`config.mk`:
```
export PLATFORM = sky130hd
export DESIGN_NAME = button_code_lock
export DESIGN_NICKNAME = d
export VERILOG_FILES = /design/src/rtl/bcl_pkg.sv /design/src/rtl/bcl_fifo.sv /design/src/rtl/bcl_front.sv /design/src/rtl/bcl_back.sv /design/src/rtl/button_code_lock.sv
export VERILOG_INCLUDE_DIRS = /design/src /design/src/rtl
export SDC_FILE = /design/constraint.sdc
export NUM_CORES = 1
export LEC_CHECK = 0
export BUFFER_PORTS_ARGS = -buffer_cell sky130_fd_sc_hd__clkbuf_2
export CELL_PAD_IN_SITES_DETAIL_PLACEMENT = 0
export CELL_PAD_IN_SITES_GLOBAL_PLACEMENT = 1
export CORE_MARGIN = 1.5
export CORE_UTILIZATION = 35
export DETAILED_ROUTE_END_ITERATION = 6
export PLACE_DENSITY = 0.6
export SLEW_MARGIN = 30
export SYNTH_ARGS = -nofsm -noshare
export SYNTH_HDL_FRONTEND = slang
export SYNTH_SLANG_ARGS = --single-unit
```
`constraint.sdc`:
```
create_clock -name clk -period 4.72 [get_ports clk]
set_input_delay 0.944 -clock clk [delete_from_list [all_inputs] [get_ports clk]]
set_output_delay 0.944 -clock clk [all_outputs]
set_load 0.1 [all_outputs]
```
`src/rtl/assert_macros.svh`:
```
// assertion helpers, included by button_code_lock.sv
`ifndef ASSERT_MACROS_SVH
`define ASSERT_MACROS_SVH

// property must hold at every clock edge outside reset
`define ASSERT_ALWAYS(label, prop, msg) \
	label: assert property (@(posedge clk) disable iff (!arst_n) (prop)) else $error(msg);

// condition must never be seen at a clock edge outside reset
`define ASSERT_NEVER(label, cond, msg) \
	label: assert property (@(posedge clk) disable iff (!arst_n) !(cond)) else $error(msg);

`endif

```
`src/rtl/bcl_pkg.sv`:
```
package bcl_pkg;

	// code and entry sizes
	localparam int NUM_DIGITS   = 4;
	localparam int DIGIT_W      = 2;
	localparam int CNT_W        = 3;
	localparam int HOLD_TICKS_W = 16;

	// configuration port
	localparam int CFG_DATA_W = 16;
	localparam int CFG_IDX_W  = 3;

	// default sizes for the top level
	localparam int HOLD_COUNTER_WIDTH_DEF = 17;
	localparam int QUEUE_DEPTH_DEF        = 2;

	// register values after reset
	localparam logic [HOLD_TICKS_W-1:0] HOLD_TICKS_RST = 16'd2000;
	localparam logic [NUM_DIGITS-1:0][DIGIT_W-1:0] CODE_RST = {2'd3, 2'd3, 2'd2, 2'd1};

	// register indexes
	typedef enum logic [CFG_IDX_W-1:0] {
		REG_HOLD_TICKS = 3'd0,
		REG_CODE_0     = 3'd1,
		REG_CODE_1     = 3'd2,
		REG_CODE_2     = 3'd3,
		REG_CODE_3     = 3'd4
	} reg_idx_t;

	// classified sample: which button wins, or none held
	typedef enum logic [DIGIT_W-1:0] {
		BTN_NONE  = 2'd0,
		BTN_ONE   = 2'd1,
		BTN_TWO   = 2'd2,
		BTN_THREE = 2'd3
	} btn_t;

	// configuration seen by the back end
	typedef struct packed {
		logic [HOLD_TICKS_W-1:0]              hold_ticks;
		logic [NUM_DIGITS-1:0][DIGIT_W-1:0]   code_digit;
	} cfg_t;

	// one result item
	typedef struct packed {
		logic             lamp_on;
		logic [CNT_W-1:0] digits_entered;
		logic             digit_taken;
		logic             code_checked;
		logic             code_matched;
	} res_t;

endpackage

```
`src/rtl/bcl_fifo.sv`:
```
module bcl_fifo #(
	parameter int WIDTH = 1,
	parameter int DEPTH = 2
) (
	input  logic             clk,
	input  logic             arst_n,
	input  logic             push,
	input  logic [WIDTH-1:0] din,
	output logic             full,
	input  logic             pop,
	output logic [WIDTH-1:0] dout,
	output logic             empty
);

	localparam int PW = $clog2(DEPTH);
	localparam int CW = $clog2(DEPTH + 1);

	logic [WIDTH-1:0] mem_q [DEPTH];
	logic [PW-1:0]    wptr_q;
	logic [PW-1:0]    rptr_q;
	logic [CW-1:0]    cnt_q;
	logic             wr;
	logic             rd;

	// handshake qualification
	assign full  = (cnt_q == CW'(DEPTH));
	assign empty = (cnt_q == '0);
	assign wr    = push & ~full;
	assign rd    = pop & ~empty;
	assign dout  = mem_q[rptr_q];

	// pointers and fill count
	always_ff @(posedge clk or negedge arst_n) begin
		if (!arst_n) begin
			wptr_q <= '0;
			rptr_q <= '0;
			cnt_q  <= '0;
		end else begin
			if (wr) begin
				wptr_q <= (wptr_q == PW'(DEPTH - 1)) ? '0 : wptr_q + 1'b1;
			end
			if (rd) begin
				rptr_q <= (rptr_q == PW'(DEPTH - 1)) ? '0 : rptr_q + 1'b1;
			end
			if (wr && !rd) begin
				cnt_q <= cnt_q + 1'b1;
			end else if (rd && !wr) begin
				cnt_q <= cnt_q - 1'b1;
			end
		end
	end

	// storage
	always_ff @(posedge clk) begin
		if (wr) begin
			mem_q[wptr_q] <= din;
		end
	end

endmodule

```
`src/rtl/bcl_front.sv`:
```
module bcl_front import bcl_pkg::*; #(
	parameter int QUEUE_DEPTH = QUEUE_DEPTH_DEF
) (
	input  logic clk,
	input  logic arst_n,
	input  logic push,
	input  logic button_one,
	input  logic button_two,
	input  logic button_three,
	output logic full,
	input  logic btn_pop,
	output btn_t btn,
	output logic btn_empty
);

	btn_t btn_class;
	logic [DIGIT_W-1:0] btn_raw;

	// priority pick: button 1 over 2 over 3
	always_comb begin
		if (button_one) begin
			btn_class = BTN_ONE;
		end else if (button_two) begin
			btn_class = BTN_TWO;
		end else if (button_three) begin
			btn_class = BTN_THREE;
		end else begin
			btn_class = BTN_NONE;
		end
	end

	// queue of classified samples toward the back end
	bcl_fifo #(
		.WIDTH (DIGIT_W),
		.DEPTH (QUEUE_DEPTH)
	) u_queue (
		.clk    (clk),
		.arst_n (arst_n),
		.push   (push),
		.din    (btn_class),
		.full   (full),
		.pop    (btn_pop),
		.dout   (btn_raw),
		.empty  (btn_empty)
	);

	assign btn = btn_t'(btn_raw);

endmodule

```
`src/rtl/bcl_back.sv`:
```
module bcl_back import bcl_pkg::*; #(
	parameter int HOLD_COUNTER_WIDTH = HOLD_COUNTER_WIDTH_DEF,
	parameter int QUEUE_DEPTH        = QUEUE_DEPTH_DEF
) (
	input  logic clk,
	input  logic arst_n,
	input  cfg_t cfg,
	input  btn_t btn,
	input  logic btn_empty,
	output logic btn_pop,
	input  logic res_pop,
	output res_t res,
	output logic res_empty
);

	localparam int CMP_W = (HOLD_COUNTER_WIDTH > HOLD_TICKS_W) ?
		HOLD_COUNTER_WIDTH : HOLD_TICKS_W;

	logic                               lamp_q;
	logic                               press_q;
	logic                               latched_q;
	logic [HOLD_COUNTER_WIDTH-1:0]      elapsed_q;
	logic [NUM_DIGITS-1:0][DIGIT_W-1:0] entered_q;
	logic [CNT_W-1:0]                   cnt_q;

	logic                               lamp_nx;
	logic                               press_nx;
	logic                               latched_nx;
	logic [HOLD_COUNTER_WIDTH-1:0]      elapsed_nx;
	logic [NUM_DIGITS-1:0][DIGIT_W-1:0] entered_nx;
	logic [CNT_W-1:0]                   cnt_nx;
	logic                               hold_done;
	logic                               step;
	logic                               res_full;
	res_t                               res_nx;

	// take an item when there is room for its result
	assign step    = ~btn_empty & ~res_full;
	assign btn_pop = step;

	// per-sample state update
	always_comb begin
		lamp_nx    = lamp_q;
		press_nx   = press_q;
		latched_nx = latched_q;
		entered_nx = entered_q;
		cnt_nx     = cnt_q;
		res_nx     = '0;

		// hold timer restarts between presses, saturates while held
		if (!press_q) begin
			elapsed_nx = '0;
		end else if (&elapsed_q) begin
			elapsed_nx = elapsed_q;
		end else begin
			elapsed_nx = elapsed_q + 1'b1;
		end
		hold_done = CMP_W'(elapsed_nx) > CMP_W'(cfg.hold_ticks);

		if (btn == BTN_NONE) begin
			press_nx   = 1'b0;
			latched_nx = 1'b0;
		end else if (cnt_q >= CNT_W'(NUM_DIGITS)) begin
			// full entry: compare and clear
			res_nx.code_checked = 1'b1;
			if (entered_q == cfg.code_digit) begin
				res_nx.code_matched = 1'b1;
				lamp_nx             = ~lamp_q;
			end
			entered_nx = '0;
			cnt_nx     = '0;
		end else begin
			press_nx = 1'b1;
			if (hold_done && !latched_q) begin
				entered_nx[cnt_q[DIGIT_W-1:0]] = btn;
				latched_nx         = 1'b1;
				cnt_nx             = cnt_q + 1'b1;
				res_nx.digit_taken = 1'b1;
			end
		end

		res_nx.lamp_on        = lamp_nx;
		res_nx.digits_entered = cnt_nx;
	end

	// state registers
	always_ff @(posedge clk or negedge arst_n) begin
		if (!arst_n) begin
			lamp_q    <= 1'b0;
			press_q   <= 1'b0;
			latched_q <= 1'b0;
			elapsed_q <= '0;
			entered_q <= '0;
			cnt_q     <= '0;
		end else if (step) begin
			lamp_q    <= lamp_nx;
			press_q   <= press_nx;
			latched_q <= latched_nx;
			elapsed_q <= elapsed_nx;
			entered_q <= entered_nx;
			cnt_q     <= cnt_nx;
		end
	end

	// result queue toward the consumer
	bcl_fifo #(
		.WIDTH ($bits(res_t)),
		.DEPTH (QUEUE_DEPTH)
	) u_res_queue (
		.clk    (clk),
		.arst_n (arst_n),
		.push   (step),
		.din    (res_nx),
		.full   (res_full),
		.pop    (res_pop),
		.dout   (res),
		.empty  (res_empty)
	);

endmodule

```
`src/rtl/button_code_lock.sv`:
```
// Button code lock: push one sample of the three button levels per clock (one
// sample stands for one millisecond) and pop one result item per sample. The
// front end classifies each sample to the winning button and queues it; the
// back end updates the hold timer, the entered code and the lamp for each
// item, so the block sustains one item per clock while no queue stalls, and
// each result goes through the sample queue and the result queue. Stalls on
// either side are absorbed by the two small queues. Registers are written by
// the user through wr_en / wr_index / wr_data only while no item is in flight
// (the block has no guard): index 0 is the hold time in ticks, indexes 1 to 4
// the four code digits; other indexes are ignored. No clearing pass follows reset.
`include "assert_macros.svh"

module button_code_lock import bcl_pkg::*; #(
	parameter int HOLD_COUNTER_WIDTH = HOLD_COUNTER_WIDTH_DEF,
	parameter int QUEUE_DEPTH        = QUEUE_DEPTH_DEF
) (
	input  logic                  clk,
	input  logic                  arst_n,
	input  logic                  wr_en,
	input  logic [CFG_IDX_W-1:0]  wr_index,
	input  logic [CFG_DATA_W-1:0] wr_data,
	input  logic                  push,
	output logic                  full,
	input  logic                  button_one,
	input  logic                  button_two,
	input  logic                  button_three,
	output logic                  empty,
	input  logic                  pop,
	output logic                  lamp_on,
	output logic [CNT_W-1:0]      digits_entered,
	output logic                  digit_taken,
	output logic                  code_checked,
	output logic                  code_matched
);

	cfg_t cfg_q;
	btn_t btn;
	logic btn_empty;
	logic btn_pop;
	res_t res;

	// configuration registers
	always_ff @(posedge clk or negedge arst_n) begin
		if (!arst_n) begin
			cfg_q.hold_ticks <= HOLD_TICKS_RST;
			cfg_q.code_digit <= CODE_RST;
		end else if (wr_en) begin
			case (reg_idx_t'(wr_index))
				REG_HOLD_TICKS: cfg_q.hold_ticks <= wr_data[HOLD_TICKS_W-1:0];
				REG_CODE_0:     cfg_q.code_digit[0] <= wr_data[DIGIT_W-1:0];
				REG_CODE_1:     cfg_q.code_digit[1] <= wr_data[DIGIT_W-1:0];
				REG_CODE_2:     cfg_q.code_digit[2] <= wr_data[DIGIT_W-1:0];
				REG_CODE_3:     cfg_q.code_digit[3] <= wr_data[DIGIT_W-1:0];
				default: begin
				end
			endcase
		end
	end

	// sample classification and queue
	bcl_front #(
		.QUEUE_DEPTH (QUEUE_DEPTH)
	) u_front (
		.clk          (clk),
		.arst_n       (arst_n),
		.push         (push),
		.button_one   (button_one),
		.button_two   (button_two),
		.button_three (button_three),
		.full         (full),
		.btn_pop      (btn_pop),
		.btn          (btn),
		.btn_empty    (btn_empty)
	);

	// code entry and lamp control
	bcl_back #(
		.HOLD_COUNTER_WIDTH (HOLD_COUNTER_WIDTH),
		.QUEUE_DEPTH        (QUEUE_DEPTH)
	) u_back (
		.clk       (clk),
		.arst_n    (arst_n),
		.cfg       (cfg_q),
		.btn       (btn),
		.btn_empty (btn_empty),
		.btn_pop   (btn_pop),
		.res_pop   (pop),
		.res       (res),
		.res_empty (empty)
	);

	// result fields
	assign lamp_on        = res.lamp_on;
	assign digits_entered = res.digits_entered;
	assign digit_taken    = res.digit_taken;
	assign code_checked   = res.code_checked;
	assign code_matched   = res.code_matched;

	// sanity checks on the result item
	`ASSERT_NEVER(a_cnt_range, !empty && (digits_entered > CNT_W'(NUM_DIGITS)), "entry count above four")
	`ASSERT_ALWAYS(a_match_checked, !empty && code_matched |-> code_checked, "match without check")
	`ASSERT_NEVER(a_take_and_check, !empty && digit_taken && code_checked, "digit taken on check sample")
	`ASSERT_ALWAYS(a_take_counts, !empty && digit_taken |-> (digits_entered != '0), "digit taken, count zero")

endmodule

```
==> After elaboration in Yosys (flattened, before gate mapping) <==
Memories as Yosys holds them, arrays and structs flattened.
Cells that the tools add are included.
{ "op_classes": {"addsub": 10, "order_cmp": 4, "eq_ne": 8, "n_mux": 38, "bitwise_logic": 11, "n_reduce_logical": 28} }
{ "ops": {"columns": ["operator", "count"], "rows": [
  ["$mux W17", 2],
  ["$mux W1", 19],
  ["$mux W2", 9],
  ["$add A17 B1 Y17 const B", 1],
  ["$gt A17 B16 Y1", 1],
  ["$reduce_and A17 Y1", 1],
  ["$mux W8", 2],
  ["$mux W3", 4],
  ["$reduce_and A2 Y1", 6],
  ["$bwmux W8", 1],
  ["$eq A8 B8 Y1", 1],
  ["$reduce_bool A2 Y1", 4],
  ["$eq A3 B2 Y1 const B", 2],
  ["$logic_and A1 B1 Y1", 6],
  ["$logic_not A2 Y1", 3],
  ["$not A1 Y1", 6],
  ["$reduce_and A3 Y1", 2],
  ["$and A1 B1 Y1", 5],
  ["$logic_not A1 Y1", 5],
  ["$add A1 B1 Y1 const B", 4],
  ["$add A2 B1 Y2 const B", 2],
  ["$demux W2 S2", 1],
  ["$eq A2 B2 Y1 const B", 2],
  ["$sub A2 B1 Y2 const B", 2],
  ["8 further kinds", 8]
]} }
{ "word_totals": {"ff_bits": 63, "ram_bits": 18, "inputBits": 27, "out_inout_bits": 9, "mem_count": 2} }
{ "memory_table": {"columns": ["memory", "depth", "word_bits", "rd", "rd_clocked_by_memory_dff", "write_ports", "line", "text"], "rows": [
  ["u_back.u_res_queue.mem_q", 2, 7, 1, 0, 1, "bcl_fifo.sv:18", "logic [WIDTH-1:0] mem_q [DEPTH];"],
  ["u_front.u_queue.mem_q", 2, 2, 1, 0, 1, "bcl_fifo.sv:18", null]
]} }

==> Depth between registers and ports, before layout <==
{ "logic_depth": {"depth_word": 8, "mapped_depth": 14, "ltp_nobuf": 13} }

==> Hierarchy <==
Synthesis repeated with hierarchy kept, for this count alone.
{ "hier_totals": {"cells_unflattened": 430, "hier_area_um2": 4630.7} }
{ "modules_own_cells": {"columns": ["mod", "instances", "cells_per_inst", "area_per_inst_um2", "seq_area_each_um2"], "rows": [
  ["bcl_back", 1, 306, 2602.5, 775.7],
  ["button_code_lock", 1, 54, 967.2, 615.6],
  ["bcl_fifo (u_back.u_res_queue)", 1, 41, 703.2, 520.5],
  ["bcl_fifo (u_front.u_queue)", 1, 25, 339.1, 220.2],
  ["bcl_front", 1, 4, 18.8, 0.0]
]} }

==> Least setup slack after synthesis <==
OpenSTA, ideal clock, no wires.
{ "synth_timing": {"kind": "register to register", "start": "register u_back.elapsed_q[12]", "end": "memory u_back.u_res_queue.mem_q[0][3] (netlist bit) (data pin)", "t_arrival_ns": 2.908, "required_ns": 4.460, "setup_slack_ns": 1.552, "stages_incl_launch_ff": 14, "n_path_buf": 0, "cell_sequence": "dfrtp_1 > and4_4 > nand4_4 > o2111ai_4 > nor2_1 > xnor2_1 > and2_1 > ha_1 > nand4_2 > o21bai_1 > a211o_1 > a22oi_2 > a21oi_1 > a32o_1"} }
{ "synth_via": {"elab_chain_cells": 8, "elab_cells_between_ends": 9, "classes_between": "add/sub: 1; order compare: 1; mux: 5; reduce/logical: 2"} }
{ "synth_rtl": {"columns": ["element", "line", "text"], "rows": [
  ["start: declaration", "bcl_back.sv:22", "logic [HOLD_COUNTER_WIDTH-1:0] elapsed_q;"],
  ["start signal: assignment", "bcl_back.sv:99", "elapsed_q <= elapsed_nx;"],
  ["$add A17 B1 Y17 / $reduce_and A17 Y1 (equally long branches)", "bcl_back.sv:56, bcl_back.sv:53", null],
  ["$mux W17 (*)", "bcl_back.sv:53", "end else if (&elapsed_q) begin"],
  ["$mux W17 (*)", "bcl_back.sv:51", "if (!press_q) begin"],
  ["via u_back.elapsed_nx[13]", "bcl_back.sv:29", "logic [HOLD_COUNTER_WIDTH-1:0] elapsed_nx;"],
  ["$gt A17 B16 Y1 (*)", "bcl_back.sv:58", "hold_done = CMP_W'(elapsed_nx) > CMP_W'(cfg.hold_ticks);"],
  ["$logic_and A1 B1 Y1 (*)", "bcl_back.sv:74", "if (hold_done && !latched_q) begin"],
  ["$mux W3 (*)", "bcl_back.sv:74", null],
  ["$mux W3 (*)", "bcl_back.sv:63", "end else if (cnt_q >= CNT_W'(NUM_DIGITS)) begin"],
  ["$mux W3 (*)", "bcl_back.sv:60", "if (btn == BTN_NONE) begin"],
  ["via u_back.cnt_nx[0]", "bcl_back.sv:31", "logic [CNT_W-1:0] cnt_nx;"],
  ["end: declaration", "bcl_fifo.sv:18", null]
]} }
Mark *: on every way through the listed nets, which the timed path passes. The rest lies on a longest branch.

==> Worst setup path in the final report <==
{ "layout_timing": {"start": "register u_back.elapsed_q[0]", "end": "memory u_back.u_res_queue.mem_q[1][3] (netlist bit) (data pin)"} }
Same word-level chain as after synthesis.

==> impl_metrics.env <==
export IMPL_drt_iter0_drc=187
export IMPL_start_kind="register"
export IMPL_reg2reg_depth=13
export IMPL_async_flop_share=0.778
export IMPL_synthMostInstantiatedCell="dfrtp_1"
export IMPL_diodes=0
export IMPL_r2r_start="u_back.elapsed_q[0]"
export IMPL_routedWlPerCell_um=14.9
export IMPL_final_cells=665
export IMPL_cts_buffers=9
export IMPL_synth_xor_area_frac=0.0629
export IMPL_finalSetupTns_ns=0
export IMPL_root_buffer="clkbuf_16"
export IMPL_synth_mux_area_frac=0.0458
export IMPL_period_share=0.797
export IMPL_start_util=0.361
export IMPL_ir_drop_uv=350
export IMPL_critPathCapture="u_back.u_res_queue.mem_q[1][3]"
export IMPL_yosys_warnings=0
export IMPL_port_buffers=35
export IMPL_place_hpwl_um=7190
export IMPL_cts_max_level=3
export IMPL_startpoint="u_back.elapsed_q[0]"
export IMPL_netlist_area_leader_share=0.278
export IMPL_nets=538
export IMPL_design_core_area_sq_um=12700
export IMPL_slew_viol_final=0
export IMPL_required_ns=4.82
export IMPL_grt_busiest_layer="met2"
export IMPL_n_fill_cell=1287
export IMPL_critPathMaxStageDelay_ns=0.49
export IMPL_synth_compound_area_frac=0.167
export IMPL_grt_ovfl_total=0
export IMPL_synthTopCellsByCount="dfrtp_1, nand2_1, inv_1"
export IMPL_crit_fanout=12
export IMPL_p_switching_mw=1.30
export IMPL_dieHeight_um=118
export IMPL_drc=0
export IMPL_syn_nets=502
export IMPL_dr_pass1_iters=4
export IMPL_clockPowerShare=0.237
export IMPL_powerDensity_nw_per_um2=571
export IMPL_p_leak_nw=2.24
export IMPL_min_path_type="reg2reg"
export IMPL_post_cts_buffers=0
export IMPL_io_pins=36
export IMPL_use_met1=0.217
export IMPL_gr_usage_met2=0.234
export IMPL_num_rows=41
export IMPL_p_int_mw=1.70
export IMPL_synth_top_family_by_area="compound AO/OA/AOI/OAI gates"
export IMPL_slowest_stage="a22o_1"
export IMPL_power_share_switching=0.433
export IMPL_insertion_delay_ns=0.35
export IMPL_area_growth_pct=14.5
export IMPL_ctsLongestPathBuffers=2
export IMPL_synth_area_leaders="dfrtp_1, edfxtp_1, dfstp_2, ha_1, xnor2_1"
export IMPL_routed_via_count=3324
export IMPL_avgSynthCellArea_sq_um=10.2
export IMPL_skew_ns=0.00636
export IMPL_outcome="finished, final reports clean"
export IMPL_rsz0062_at_grt="no"
export IMPL_ant_nets=0
export IMPL_cts_hold_buf=0
export IMPL_layout_min_cycle_time_ns=3.76
export IMPL_synth_cell_type_count=60
export IMPL_critPathKind="reg2reg"
export IMPL_setup_violations=0
export IMPL_synth_cells=452
export IMPL_cts_sinks=81
export IMPL_layout_drive_gt1_share=0.201
export IMPL_antenna_found_initial=0
export IMPL_slew_headroom=0.411
export IMPL_synth_edf_count=18
export IMPL_post_synth_top_area_cell="dfrtp_1"
export IMPL_hold_violations=0
export IMPL_grt_pass1_wl_um=17100
export IMPL_combPwrFrac=0.411
export IMPL_clk_pin_slew_ns=0.06
export IMPL_gr_usage_met3=0.0334
export IMPL_synthAdderAreaFrac=0.0626
export IMPL_reg2reg_to="u_back.u_res_queue.mem_q[1][3]"
export IMPL_grt_usage=0.156
export IMPL_crit_family="compound AO/OA/AOI/OAI gates"
export IMPL_final_area_sq_um=5260
export IMPL_ys_ff_latch=81
export IMPL_ys_seq_area_frac=0.464
export IMPL_dpl_instance_area_sq_um=4960
export IMPL_ys_flop_type="dfrtp_1"
export IMPL_die_x_um=118
export IMPL_grt_pass1_vias=3368
export IMPL_seq_power_share=0.353
export IMPL_cts_tree="yes"
export IMPL_critical_path_cell_chain="ha_1, nand4_1, or2_4, nand3_1, nand3_1, o21ai_0, ha_1, nand4_1, nor2_1, a2111oi_2, a22o_1, o31ai_1, a32o_1"
export IMPL_gp_congestion=0.811
export IMPL_arrival_ns=3.86
export IMPL_cp_num_buf_inv=0
export IMPL_finish_utilization=0.413
export IMPL_cap_viol_max_count=0
export IMPL_cp_depth=13
export IMPL_max_freq_mhz=266
export IMPL_dieArea_sq_um=13800
export IMPL_regToRegSetupSlack_ns=0.96
export IMPL_grt_max_degree=64
export IMPL_synth_cell_area_sq_um=4590
export IMPL_via_per_inst=5.00
export IMPL_end_kind="register"
export IMPL_routed_wl_um=9880
export IMPL_place_inst=649
export IMPL_yosys_area_share_simple=0.151
export IMPL_ctsResizeCount=0
export IMPL_tightest_slew_ns=0.876
==> stage by stage <==
| step | setup slack (ns) | hold slack, ns | total power, mW |
|---|---|---|---|
| finish | 0.960 | 0.490 | 3.00 |
| global route | 0.647 | 0.524 | 3.20 |
| CTS | 0.944 | 0.490 | 3.04 |
| detailed placement | 0.957 | 0.477 | 2.32 |
| global placement | 0.993 | 0.476 | 2.30 |
| floorplan | 1.55 | 0.460 | 2.03 |
==> kinds of logic after synthesis <==
kind of cell | Yosys count
muxes | 19
DFF | 81
xor gates and xnor gates | 33
adders and majority gates | 23
buffers and inverters | 54
AOI/OAI and AO/OA | 109
and+or+nand+nor | 133
==> final cells by class <==
class / count / area [sq um] / area share
Clock buffer: 10 / 229 / 0.0435
Clock inverter: 6 / 67.6 / 0.0128
Inverter: 40 / 150 / 0.0285
Multi-Input combinational cell: 317 / 2260 / 0.430
Sequential cell: 81 / 2130 / 0.405
Tap cell: 172 / 215 / 0.0409
Timing Repair Buffer: 39 / 205 / 0.0390
==> state kept, by name (all words and copies together) (netlist names), 2 cells and up <==
name and cells:
u_front.u_queue.mem_q 4, u_back.elapsed_q 17, u_back.cnt_q 3, u_back.u_res_queue.mem_q 14, u_back.u_res_queue.cnt_q 2, u_front.u_queue.cnt_q 2, u_back.entered_q 8, cfg_q 24
==> cells in the final DEF (no fill, tap or decap), types with 5 or more instances in the layout <==
cell       Yosys  layout
xnor2_1       28      28
a21o_1         5       5
ha_1          23      23
mux2_2        16      16
xor2_1         5       5
o311ai_1       6       6
nor2_1        19      19
nand4_1        5       5
nand2_1       49      49
a21oi_1       18      18
inv_1         40      40
clkbuf_16      0       9
clkbuf_2       0      35
dfstp_2       12      12
and2_1        15      15
o31ai_1        7       7
edfxtp_1      18      18
dfrtp_1       51      51
o21ai_0       27      27
o211ai_1      10      10
nand3_1       11      11
nor3_1         6       6
==> layer usage <==
| layer | up-vias | wire length (um) |
|---|---|---|
| met1 | 1569 | 5110 |
| li1 | 1685 | - |
| met5 | - | 0 |
| met2 | 56 | 4180 |
| met4 | 0 | 221 |
| met3 | 14 | 366 |
==> worst min path at each step <==
stage	from	end	slack [ns]	cells past startpoint
2_1_floorplan	u_back.u_res_queue.wptr_q	u_back.u_res_queue.wptr_q	0.46	1
3_3_place_gp	u_front.u_queue.wptr_q	u_front.u_queue.wptr_q	0.48	1
3_5_place_dp	u_back.u_res_queue.wptr_q	u_back.u_res_queue.wptr_q	0.48	1
4_1_cts	u_back.u_res_queue.wptr_q	u_back.u_res_queue.wptr_q	0.49	1
5_1_grt	u_front.u_queue.wptr_q	u_front.u_queue.wptr_q	0.52	1
6_report	u_back.u_res_queue.wptr_q	u_back.u_res_queue.wptr_q	0.49	1
==> worst register-to-register path: stages (launching register included) <==
cell and delay (ns):
dfrtp_1 0.40, ha_1 0.33, nand4_1 0.22, or2_4 0.31, nand3_1 0.13, nand3_1 0.11
o21ai_0 0.16, ha_1 0.32, nand4_1 0.13, nor2_1 0.07, a2111oi_2 0.44, a22o_1 0.49
o31ai_1 0.15, a32o_1 0.25
==> power by group through the flow <==
stage	logic (mW)	registers (mW)	clock network, mW
floorplan	1.02	1.01	0
global placement	1.23	1.07	0
detailed placement	1.25	1.07	0
CTS	1.25	1.06	0.728
global route	1.35	1.09	0.762
finish	1.23	1.06	0.710
(Power assumes the default switching activity.)
